**src/sv/bc3ai_pkg.sv**
```systemverilog
// ----------------------------------------------------------------------------
// bc3ai_pkg
// Shared types and constants for the BC3 alpha index encoder pipeline.
// ----------------------------------------------------------------------------
package bc3ai_pkg;

  // Field widths
  localparam int ALPHA_W     = 8;
  localparam int IDX_W       = 3;
  localparam int PAL_ENTRIES = 8;
  localparam int BLOCK_PIXELS = 16;
  localparam int CNT_W       = 4;
  localparam int IDX_BITS_W  = IDX_W * BLOCK_PIXELS;
  localparam int ERR_W       = 20;
  localparam int SQ_W        = 2 * ALPHA_W;

  // Fixed palette levels of the four-level mode
  localparam logic [ALPHA_W-1:0] ALPHA_MIN = '0;
  localparam logic [ALPHA_W-1:0] ALPHA_MAX = 8'hFF;

  typedef logic [ALPHA_W-1:0] alpha_t;
  typedef logic [IDX_W-1:0]   idx_t;

  // Request as taken from the input channel
  typedef struct packed {
    alpha_t e0;
    alpha_t e1;
    alpha_t alpha;
  } in_req_t;

  // Request with its palette built
  typedef struct packed {
    alpha_t                        e0;
    alpha_t                        e1;
    alpha_t                        alpha;
    logic [PAL_ENTRIES-1:0][ALPHA_W-1:0] pal;
  } pal_req_t;

  // Request with its best palette index chosen
  typedef struct packed {
    alpha_t e0;
    alpha_t e1;
    idx_t   idx;
    alpha_t diff;
  } sel_req_t;

endpackage

```
**src/sv/bc3_alpha_index_encoder.sv**
```systemverilog
// ----------------------------------------------------------------------------
// bc3_alpha_index_encoder: BC3 alpha index encoder, one pixel alpha per request.
// Takes one request per cycle unless in_stall is high; one block result per 16 requests.
// Stages: input register, palette, nearest-entry select, accumulate/result.
// Synchronous active-low reset clears all valids and the block counters.
// ----------------------------------------------------------------------------
module bc3_alpha_index_encoder (
  input  logic                              clk,
  input  logic                              rst_n,
  input  logic                              in_valid,
  output logic                              in_stall,
  input  logic [bc3ai_pkg::ALPHA_W-1:0]     in_endpoint_first,
  input  logic [bc3ai_pkg::ALPHA_W-1:0]     in_endpoint_second,
  input  logic [bc3ai_pkg::ALPHA_W-1:0]     in_pixel_alpha,
  output logic                              out_valid,
  input  logic                              out_stall,
  output logic [bc3ai_pkg::ALPHA_W-1:0]     out_first_endpoint_out,
  output logic [bc3ai_pkg::ALPHA_W-1:0]     out_second_endpoint_out,
  output logic [bc3ai_pkg::IDX_BITS_W-1:0]  out_index_bits,
  output logic [bc3ai_pkg::ERR_W-1:0]       out_alpha_error
);

  logic                 in_valid_r;
  bc3ai_pkg::in_req_t   in_req_r;
  logic                 in_load;
  logic                 pal_ready;
  logic                 pal_valid;
  bc3ai_pkg::pal_req_t  pal_req;
  logic                 sel_ready;
  logic                 sel_valid;
  bc3ai_pkg::sel_req_t  sel_req;
  logic                 acc_ready;

  // Input register
  assign in_stall = in_valid_r && !pal_ready;
  assign in_load  = in_valid && !in_stall;

  always_ff @(posedge clk) begin
    if (!rst_n) begin
      in_valid_r <= 1'b0;
    end else if (in_load) begin
      in_valid_r <= 1'b1;
    end else if (pal_ready) begin
      in_valid_r <= 1'b0;
    end
  end

  always_ff @(posedge clk) begin
    if (in_load) begin
      in_req_r.e0    <= in_endpoint_first;
      in_req_r.e1    <= in_endpoint_second;
      in_req_r.alpha <= in_pixel_alpha;
    end
  end

  // Palette build
  bc3ai_palette u_palette (
    .clk      (clk),
    .rst_n    (rst_n),
    .up_valid (in_valid_r),
    .up_req   (in_req_r),
    .up_ready (pal_ready),
    .dn_valid (pal_valid),
    .dn_req   (pal_req),
    .dn_ready (sel_ready)
  );

  // Nearest palette entry
  bc3ai_select u_select (
    .clk      (clk),
    .rst_n    (rst_n),
    .up_valid (pal_valid),
    .up_req   (pal_req),
    .up_ready (sel_ready),
    .dn_valid (sel_valid),
    .dn_req   (sel_req),
    .dn_ready (acc_ready)
  );

  // Block accumulation and result register
  bc3ai_accum u_accum (
    .clk                     (clk),
    .rst_n                   (rst_n),
    .up_valid                (sel_valid),
    .up_req                  (sel_req),
    .up_ready                (acc_ready),
    .out_valid               (out_valid),
    .out_stall               (out_stall),
    .out_first_endpoint_out  (out_first_endpoint_out),
    .out_second_endpoint_out (out_second_endpoint_out),
    .out_index_bits          (out_index_bits),
    .out_alpha_error         (out_alpha_error)
  );

endmodule

```
**src/sv/bc3ai_palette.sv**
```systemverilog
// ----------------------------------------------------------------------------
// bc3ai_palette
// Builds the eight-entry alpha palette from the two endpoints and registers it.
// ----------------------------------------------------------------------------
module bc3ai_palette (
  input  logic                clk,
  input  logic                rst_n,
  input  logic                up_valid,
  input  bc3ai_pkg::in_req_t  up_req,
  output logic                up_ready,
  output logic                dn_valid,
  output bc3ai_pkg::pal_req_t dn_req,
  input  logic                dn_ready
);

  // Floor division by 7 and 5 as reciprocal multiplies; exact for n <= 7*255 and n <= 5*255
  localparam int                NUM_W    = 11;
  localparam int                RECIP_SH = 16;
  localparam int                PROD_W   = NUM_W + RECIP_SH - 2;
  localparam logic [PROD_W-1:0] DIV7_MUL = PROD_W'(((1 << RECIP_SH) + 6) / 7);
  localparam logic [PROD_W-1:0] DIV5_MUL = PROD_W'(((1 << RECIP_SH) + 4) / 5);

  function automatic bc3ai_pkg::alpha_t div7(input logic [NUM_W-1:0] n);
    logic [PROD_W-1:0] p;
    p    = PROD_W'(n) * DIV7_MUL;
    div7 = p[RECIP_SH +: bc3ai_pkg::ALPHA_W];
  endfunction

  function automatic bc3ai_pkg::alpha_t div5(input logic [NUM_W-1:0] n);
    logic [PROD_W-1:0] p;
    p    = PROD_W'(n) * DIV5_MUL;
    div5 = p[RECIP_SH +: bc3ai_pkg::ALPHA_W];
  endfunction

  logic                 valid_r;
  bc3ai_pkg::pal_req_t  req_r;
  bc3ai_pkg::pal_req_t  req_nxt;
  logic                 load;

  assign up_ready = !valid_r || dn_ready;
  assign load     = up_valid && up_ready;
  assign dn_valid = valid_r;
  assign dn_req   = req_r;

  // Palette: endpoints, then six interpolated levels or four plus 0 and 255
  always_comb begin
    req_nxt.e0     = up_req.e0;
    req_nxt.e1     = up_req.e1;
    req_nxt.alpha  = up_req.alpha;
    req_nxt.pal    = '0;
    req_nxt.pal[0] = up_req.e0;
    req_nxt.pal[1] = up_req.e1;
    if (up_req.e0 > up_req.e1) begin
      for (int j = 0; j < 6; j++) begin
        req_nxt.pal[2 + j] = div7(NUM_W'(6 - j) * NUM_W'(up_req.e0)
                                + NUM_W'(j + 1) * NUM_W'(up_req.e1));
      end
    end else begin
      for (int j = 0; j < 4; j++) begin
        req_nxt.pal[2 + j] = div5(NUM_W'(4 - j) * NUM_W'(up_req.e0)
                                + NUM_W'(j + 1) * NUM_W'(up_req.e1));
      end
      req_nxt.pal[6] = bc3ai_pkg::ALPHA_MIN;
      req_nxt.pal[7] = bc3ai_pkg::ALPHA_MAX;
    end
  end

  // Stage valid
  always_ff @(posedge clk) begin
    if (!rst_n) begin
      valid_r <= 1'b0;
    end else if (load) begin
      valid_r <= 1'b1;
    end else if (dn_ready) begin
      valid_r <= 1'b0;
    end
  end

  // Stage payload
  always_ff @(posedge clk) begin
    if (load) begin
      req_r <= req_nxt;
    end
  end

endmodule

```
**src/sv/bc3ai_select.sv**
```systemverilog
// ----------------------------------------------------------------------------
// bc3ai_select
// Picks the palette entry nearest the pixel alpha, lowest index on a tie.
// ----------------------------------------------------------------------------
module bc3ai_select (
  input  logic                clk,
  input  logic                rst_n,
  input  logic                up_valid,
  input  bc3ai_pkg::pal_req_t up_req,
  output logic                up_ready,
  output logic                dn_valid,
  output bc3ai_pkg::sel_req_t dn_req,
  input  logic                dn_ready
);

  logic                 valid_r;
  bc3ai_pkg::sel_req_t  req_r;
  bc3ai_pkg::sel_req_t  req_nxt;
  logic                 load;

  // Absolute differences and the compare tree levels
  bc3ai_pkg::alpha_t d_l0 [bc3ai_pkg::PAL_ENTRIES];
  bc3ai_pkg::alpha_t d_l1 [4];
  bc3ai_pkg::idx_t   i_l1 [4];
  bc3ai_pkg::alpha_t d_l2 [2];
  bc3ai_pkg::idx_t   i_l2 [2];

  assign up_ready = !valid_r || dn_ready;
  assign load     = up_valid && up_ready;
  assign dn_valid = valid_r;
  assign dn_req   = req_r;

  // Least |d| gives least d*d; left side wins ties so the lower index stays
  always_comb begin
    for (int i = 0; i < bc3ai_pkg::PAL_ENTRIES; i++) begin
      d_l0[i] = (up_req.alpha > up_req.pal[i]) ? (up_req.alpha - up_req.pal[i])
                                               : (up_req.pal[i] - up_req.alpha);
    end
    for (int i = 0; i < 4; i++) begin
      if (d_l0[2*i] <= d_l0[2*i + 1]) begin
        d_l1[i] = d_l0[2*i];
        i_l1[i] = bc3ai_pkg::IDX_W'(2*i);
      end else begin
        d_l1[i] = d_l0[2*i + 1];
        i_l1[i] = bc3ai_pkg::IDX_W'(2*i + 1);
      end
    end
    for (int i = 0; i < 2; i++) begin
      if (d_l1[2*i] <= d_l1[2*i + 1]) begin
        d_l2[i] = d_l1[2*i];
        i_l2[i] = i_l1[2*i];
      end else begin
        d_l2[i] = d_l1[2*i + 1];
        i_l2[i] = i_l1[2*i + 1];
      end
    end
    req_nxt.e0 = up_req.e0;
    req_nxt.e1 = up_req.e1;
    if (d_l2[0] <= d_l2[1]) begin
      req_nxt.diff = d_l2[0];
      req_nxt.idx  = i_l2[0];
    end else begin
      req_nxt.diff = d_l2[1];
      req_nxt.idx  = i_l2[1];
    end
  end

  // Stage valid
  always_ff @(posedge clk) begin
    if (!rst_n) begin
      valid_r <= 1'b0;
    end else if (load) begin
      valid_r <= 1'b1;
    end else if (dn_ready) begin
      valid_r <= 1'b0;
    end
  end

  // Stage payload
  always_ff @(posedge clk) begin
    if (load) begin
      req_r <= req_nxt;
    end
  end

endmodule

```
**src/sv/bc3ai_accum.sv**
```systemverilog
// ----------------------------------------------------------------------------
// bc3ai_accum
// Packs indices and sums squared errors over a block; holds the block result.
// ----------------------------------------------------------------------------
module bc3ai_accum (
  input  logic                                   clk,
  input  logic                                   rst_n,
  input  logic                                   up_valid,
  input  bc3ai_pkg::sel_req_t                    up_req,
  output logic                                   up_ready,
  output logic                                   out_valid,
  input  logic                                   out_stall,
  output logic [bc3ai_pkg::ALPHA_W-1:0]          out_first_endpoint_out,
  output logic [bc3ai_pkg::ALPHA_W-1:0]          out_second_endpoint_out,
  output logic [bc3ai_pkg::IDX_BITS_W-1:0]       out_index_bits,
  output logic [bc3ai_pkg::ERR_W-1:0]            out_alpha_error
);

  localparam logic [bc3ai_pkg::CNT_W-1:0] CNT_LAST =
    bc3ai_pkg::CNT_W'(bc3ai_pkg::BLOCK_PIXELS - 1);

  logic [bc3ai_pkg::CNT_W-1:0]      cnt_r;
  logic [bc3ai_pkg::IDX_BITS_W-1:0] acc_r;
  logic [bc3ai_pkg::IDX_BITS_W-1:0] acc_nxt;
  logic [bc3ai_pkg::ERR_W-1:0]      sum_r;
  logic [bc3ai_pkg::ERR_W-1:0]      sum_nxt;
  logic [bc3ai_pkg::SQ_W-1:0]       sq;
  logic                             out_valid_r;
  bc3ai_pkg::alpha_t                e0_r;
  bc3ai_pkg::alpha_t                e1_r;
  logic [bc3ai_pkg::IDX_BITS_W-1:0] bits_r;
  logic [bc3ai_pkg::ERR_W-1:0]      err_r;
  logic                             take;
  logic                             last;
  logic                             out_take;

  // Only the closing pixel of a block waits on a full result register
  assign out_take  = out_valid_r && !out_stall;
  assign up_ready  = !((cnt_r == CNT_LAST) && out_valid_r && out_stall);
  assign take      = up_valid && up_ready;
  assign last      = take && (cnt_r == CNT_LAST);

  assign out_valid               = out_valid_r;
  assign out_first_endpoint_out  = e0_r;
  assign out_second_endpoint_out = e1_r;
  assign out_index_bits          = bits_r;
  assign out_alpha_error         = err_r;

  // Square the winning distance, add it, drop the index into its slot
  always_comb begin
    sq      = bc3ai_pkg::SQ_W'(up_req.diff) * bc3ai_pkg::SQ_W'(up_req.diff);
    sum_nxt = sum_r + bc3ai_pkg::ERR_W'(sq);
    acc_nxt = acc_r;
    for (int s = 0; s < bc3ai_pkg::BLOCK_PIXELS; s++) begin
      if (cnt_r == bc3ai_pkg::CNT_W'(s)) begin
        acc_nxt[bc3ai_pkg::IDX_W*s +: bc3ai_pkg::IDX_W] =
          acc_r[bc3ai_pkg::IDX_W*s +: bc3ai_pkg::IDX_W] | up_req.idx;
      end
    end
  end

  // Block state; clears after the sixteenth pixel
  always_ff @(posedge clk) begin
    if (!rst_n) begin
      cnt_r <= '0;
      acc_r <= '0;
      sum_r <= '0;
    end else if (last) begin
      cnt_r <= '0;
      acc_r <= '0;
      sum_r <= '0;
    end else if (take) begin
      cnt_r <= cnt_r + 1'b1;
      acc_r <= acc_nxt;
      sum_r <= sum_nxt;
    end
  end

  // Result valid: a new block result wins over the take
  always_ff @(posedge clk) begin
    if (!rst_n) begin
      out_valid_r <= 1'b0;
    end else if (last) begin
      out_valid_r <= 1'b1;
    end else if (out_take) begin
      out_valid_r <= 1'b0;
    end
  end

  // Result payload
  always_ff @(posedge clk) begin
    if (last) begin
      e0_r   <= up_req.e0;
      e1_r   <= up_req.e1;
      bits_r <= acc_nxt;
      err_r  <= sum_nxt;
    end
  end

endmodule
```
**config.mk**
```make
export PLATFORM = sky130hd
export DESIGN_NAME = bc3_alpha_index_encoder
export DESIGN_NICKNAME = d
export VERILOG_FILES = /design/src/sv/bc3ai_pkg.sv /design/src/sv/bc3_alpha_index_encoder.sv /design/src/sv/bc3ai_palette.sv /design/src/sv/bc3ai_select.sv /design/src/sv/bc3ai_accum.sv
export SDC_FILE = /design/constraint.sdc
export NUM_CORES = 2
export LEC_CHECK = 0
export ABC_AREA = 1
export BUFFER_PORTS_ARGS = -buffer_cell sky130_fd_sc_hd__buf_4
export CAP_MARGIN = 15
export CORE_MARGIN = 1.5
export CORE_UTILIZATION = 60
export DETAILED_ROUTE_END_ITERATION = 10
export PLACE_DENSITY = 0.77
export SLEW_MARGIN = 40
export SYNTH_ARGS = -nofsm -noshare
export SYNTH_HDL_FRONTEND = slang
export SYNTH_SLANG_ARGS = --single-unit
```
**constraint.sdc**
```tcl
create_clock -name clk -period 9.7 [get_ports clk]
set_input_delay 0.97 -clock clk [delete_from_list [all_inputs] [get_ports clk]]
set_output_delay 0.97 -clock clk [all_outputs]
set_load 0.01 [all_outputs]
```
# Word-level counts from Yosys, hierarchy flattened

Cells that the tools add are included.

Output and inout bits: 86
Register bits after elaboration: 283

Order comparisons: 16
Eq/ne operators: 16
Bitwise logic cells: 17
Add/sub/neg operators: 28
Multipliers: 17
Reduce and logical (&&, ||, !) cells: 22
Multiplexer cells: 46

Operator list:

| cell                     | count |
|---|---|
| $mul A11 B14 Y24 const B | 6 |
| $sub A8 B8 Y8            | 16 |
| $mux W8                  | 14 |
| $mul A11 B12 Y22 const B | 4 |
| $gt A8 B8 Y1             | 9 |
| $le A8 B8 Y1             | 7 |
| $mux W3                  | 16 |
| $or A3 B3 Y3             | 16 |
| $mul A2 B8 Y10 const A   | 4 |
| $eq A4 B4 Y1 const B     | 8 |
| $mux W32                 | 1 |
| $add A10 B10 Y11         | 2 |
| $mul A3 B8 Y11 const A   | 2 |
| $add A20 B16 Y20         | 1 |
| $eq A4 B3 Y1 const B     | 4 |
| $mul A8 B8 Y16           | 1 |
| $mux W1                  | 12 |
| $add A10 B8 Y11          | 1 |
| $add A10 B9 Y11          | 1 |
| $add A11 B8 Y11          | 1 |
| $add A11 B9 Y11          | 1 |
| $add A8 B10 Y11          | 1 |
| $add A8 B11 Y11          | 1 |
| $add A9 B10 Y11          | 1 |
| other kinds (14)         | 32 |

# Logic depth before layout (Yosys ltp)

Word-level depth: 11
Gate-level depth with buffers: 48

# Modules after synthesis

A second synthesis with hierarchy kept.

Cell total of the unflattened synthesis: 6154
Area, all modules: 47519.3 µm²

By module, submodules not included:

| module                  | cells each | area each (µm²) | times used |
|---|---|---|---|
| bc3ai_palette           | 3853       | 29620.9         | 1 |
| bc3ai_select            | 1329       | 8759.7          | 1 |
| bc3ai_accum             | 940        | 8368.0          | 1 |
| bc3_alpha_index_encoder | 32         | 770.7           | 1 |

# Worst setup path before layout

OpenSTA, ideal clock, no wires.

Path type: flip-flop to flip-flop
Start: reg in_req_r[8] (netlist bit)
End: reg u_palette.req_r (netlist bit u_palette.dn_req[39]), data pin
Period minus slack after synthesis: 6.948 ns
Arrival: 6.694 ns
Cell stages (with the launch flop): 31
Buffers on the path: 0
Data required time: 9.446 ns
Path slack: 2.752 ns
Cell sequence: edfxtp_1 > ha_1 > inv_1 > fa_1 > nor2_1 > a211o_1 > nand3_1 > nand2_1 > xor2_1 > ha_1 > a21oi_1 > o21bai_1 > xor2_1 > inv_1 > ha_1 > ha_1 > inv_1 > fa_1 > inv_1 > fa_1 > fa_1 > ha_1 > a21oi_1 > o21a_1 > nor3_1 > o21ai_0 > nand3_1 > a21o_1 > or2_2 > nand2_1 > nand2_1

RTL lines:

| what                 | RTL line                      | text |
|---|---|---|
| from (decl)          | bc3_alpha_index_encoder.sv:24 | `bc3ai_pkg::in_req_t in_req_r;` |
| to (signal assigned) | bc3ai_palette.sv:82           | `req_r <= req_nxt;` |
| to (decl)            | bc3ai_palette.sv:36           | `bc3ai_pkg::pal_req_t req_r;` |

==> flow_summary.ini <==
[timing]
rsz0062_at_grt = false
finalCriticalPeriod_ns = 8.16
fmax_ghz = 0.123
final-hold-violation-count = 0
tightest_slew_ns = 0.872
relSlewSlack_pct = 41.9
fin_setup_tns_ns = 0
setup_violations = 0
min_period_over_period_pct = 84.1
clock_skew_ns = 0.0233
drv_slew = 0

[critical_path]
slowest_delay_ns = 0.59
crit_path_frequent_cell = nand2_1
worstRegToRegCells = 45
worst_r2r_endpoint = u_select.dn_req[8]$_DFFE_PP_
crit_fanout = 11
path_buf_inv = 10
crit_family = simple AND/OR/NAND/NOR gates
critPathSlowestCell = edfxtp_1
cp-start-kind = flip-flop
crit_type = flip-flop to flip-flop
rr_startpoint = u_palette.dn_req[64]$_DFFE_PP_
crit_arrival_ns = 8.47
cp-startpoint = u_palette.dn_req[64]$_DFFE_PP_
endpoint_kind = flip-flop
r2r_slack_ns = 1.54
required_ns = 10.01

[clocking]
clk_pin_slew_worst_paths_ns = 0.06
root_buffer = clkbuf_16
clock_latency_ns = 0.56
htreeDepth = 2
cts_setup_buffers = 0
ctsLongestPathBuffers = 3
cts_num_sinks = 283
tritoncts = built
ctsResizeCount = 0
postCtsHoldBufs = 0
cts_made_buffers = 34

[layout]
fin_nets = 6764
nFillCells = 6107
area_delta_synth_final_pct = 6.94
drive_gt1_share_pct = 5.44

[synthesis]
netlist_area_um2 = 44000
seq_area_frac_synth_pct = 17.6
synthDistinctLibCells = 57
ys.flop_type = edfxtp_1
synth-warning-count = 0
syn_inst = 5289
avgSynthCellArea_um2 = 8.32
synth_edf_count = 207
syn_nets = 6651
synth-seq-cells = 283
synthArstFlopShare_pct = 0

[floorplanning]
dieArea_um2 = 75000
die_height_um = 274
num_rows = 99
core_region_area_um2 = 72700
ios = 114
start_util_pct = 60.5
die_w_um = 274

[global_routing]
antenna_found_initial = 1
grt_max_degree = 72
track_usage_pct = 29.0
grt_pass1_wl_um = 174000
grt_pass1_vias = 34700
grt_overflow = 0

[worst_hold_path]
min_to = u_accum.out_first_endpoint_out[2]$_DFFE_PP_
min_from = u_select.dn_req[21]$_DFFE_PP_
hold_depth = 0
hold_path.class = flip-flop to flip-flop

[detailed_routing]
first_pass_iters = 6
first_iter_violations = 2214
wl_per_cell_um = 17.0
vias = 35400
routed_wl_um = 109000
drc_errors = 0
ant_nets = 0
via_per_inst = 5.54

[outcome]
outcome = finished clean

[place]
hpwl_um = 89200
port_buffers = 113
place_congestion = 0.992

[job]
cap_viol_max_count = 0
synth_stat cells (7+ instances only):
library cell  count  area share (%)
ha_1           1025              29
inv_1          1152             9.8
nand3_2          13            0.30
o211ai_1         10            0.17
a31oi_1          11            0.16
and2_1           15            0.21
edfxtp_1        207              14
fa_1            309              14
o21ai_1          10            0.11
o21ai_0         277             3.2
nor3_1           24            0.27
o31ai_1           9            0.15
buf_2            12            0.14
a21o_1           21            0.36
clkbuf_1         40            0.34
nand2_1         756             6.5
o221ai_1         14            0.28
nand3_1         220             2.5
nand4_1          38            0.54
a221oi_1         10            0.20
nand2_2          30            0.43
nor4_1            7            0.10
xnor2_1          48            0.96
o21bai_1         37            0.63
dfxtp_1          76             3.5
or2_2            24            0.34
nor2_1          221             1.9
xor2_1          154             3.1
a21oi_1         425             4.8
nand2_4           8            0.20
a211oi_1         12            0.20
logic make-up after synthesis:
kind of cell	Yosys count	share of synthesized area (%)
fa+ha+maj	1334	43.2
simple gates	1384	13.7
mux	6	0.139
xor+xnor	203	4.06
compound gates	862	10.7
buf+inv	1217	10.5
flops	283	17.6
per-stage QoR:
step,utilization (%),std cells,setup slack (ns),cell area (um^2),hold WS (ns)
global placement,63.2,6323,1.67,46000,0.405
global route,64.7,6386,0.531,47000,0.417
detailed placement,63.2,6325,1.71,46000,0.405
finish,64.7,6387,1.54,47000,0.412
floorplan,-,5289,2.75,44000,0.400
CTS,64.7,6386,1.63,47000,0.409
area by class of cell:
class	instances	area, um^2	share of cell area (%)
Antenna cell	1	2.50	0.00532
Clock buffer	42	881	1.87
Clock inverter	19	186	0.396
Inverter	1156	4340	9.23
Multi-Input combinational cell	3789	31700	67.3
Sequential cell	283	7740	16.4
Tap cell	959	1200	2.55
Timing Repair Buffer	138	1040	2.22
cells in the final DEF (no fill, tap or decap), drive strengths merged, types with 21 or more instances in the layout:
master / synthesis / routed
inv: 1154 / 1154
ha: 1025 / 1025
nand2: 794 / 794
a21oi: 426 / 426
fa: 309 / 309
o21ai: 290 / 290
nand3: 233 / 233
nor2: 226 / 226
edfxtp: 207 / 207
xor2: 155 / 155
buf: 21 / 138
dfxtp: 76 / 76
xnor2: 48 / 48
nand4: 44 / 44
clkbuf: 40 / 42
o21bai: 37 / 37
or2: 30 / 30
nor3: 24 / 24
a21o: 21 / 21
per-layer routing:
metal  track usage [%]  part of all wire (%)  up-vias
li1                  -                     -    17500
met5                 0                     0        -
met3              3.30                   5.5      231
met2              50.3                    48     1003
met1              36.9                    43    16600
met4              11.1                   4.0        0
sequential cells by signal, indices dropped and copies added (netlist names), 4 cells and up:
signal and cells:
u_accum.out_second_endpoint_out 8, in_req_r 24, u_accum.out_first_endpoint_out 8, u_accum.acc_r 48, u_select.dn_req 27, u_accum.out_alpha_error 20
u_accum.out_index_bits 48, u_accum.cnt_r 4, u_palette.dn_req 72, u_accum.sum_r 20
worst max path at each step:
stage | endpoint | slack (ns) | cells past startpoint
2_1_floorplan | u_palette.dn_req[39]$_DFFE_PP_ | 2.75 | 30
3_3_place_gp | u_palette.dn_req[39]$_DFFE_PP_ | 1.67 | 29
3_5_place_dp | u_select.dn_req[8]$_DFFE_PP_ | 1.71 | 45
4_1_cts | u_select.dn_req[8]$_DFFE_PP_ | 1.63 | 45
5_1_grt | u_select.dn_req[8]$_DFFE_PP_ | 0.53 | 43
6_report | u_select.dn_req[8]$_DFFE_PP_ | 1.54 | 45
Power is not shown: default switching activity piles up to over one toggle a cycle in this logic, so the estimate is an artifact.
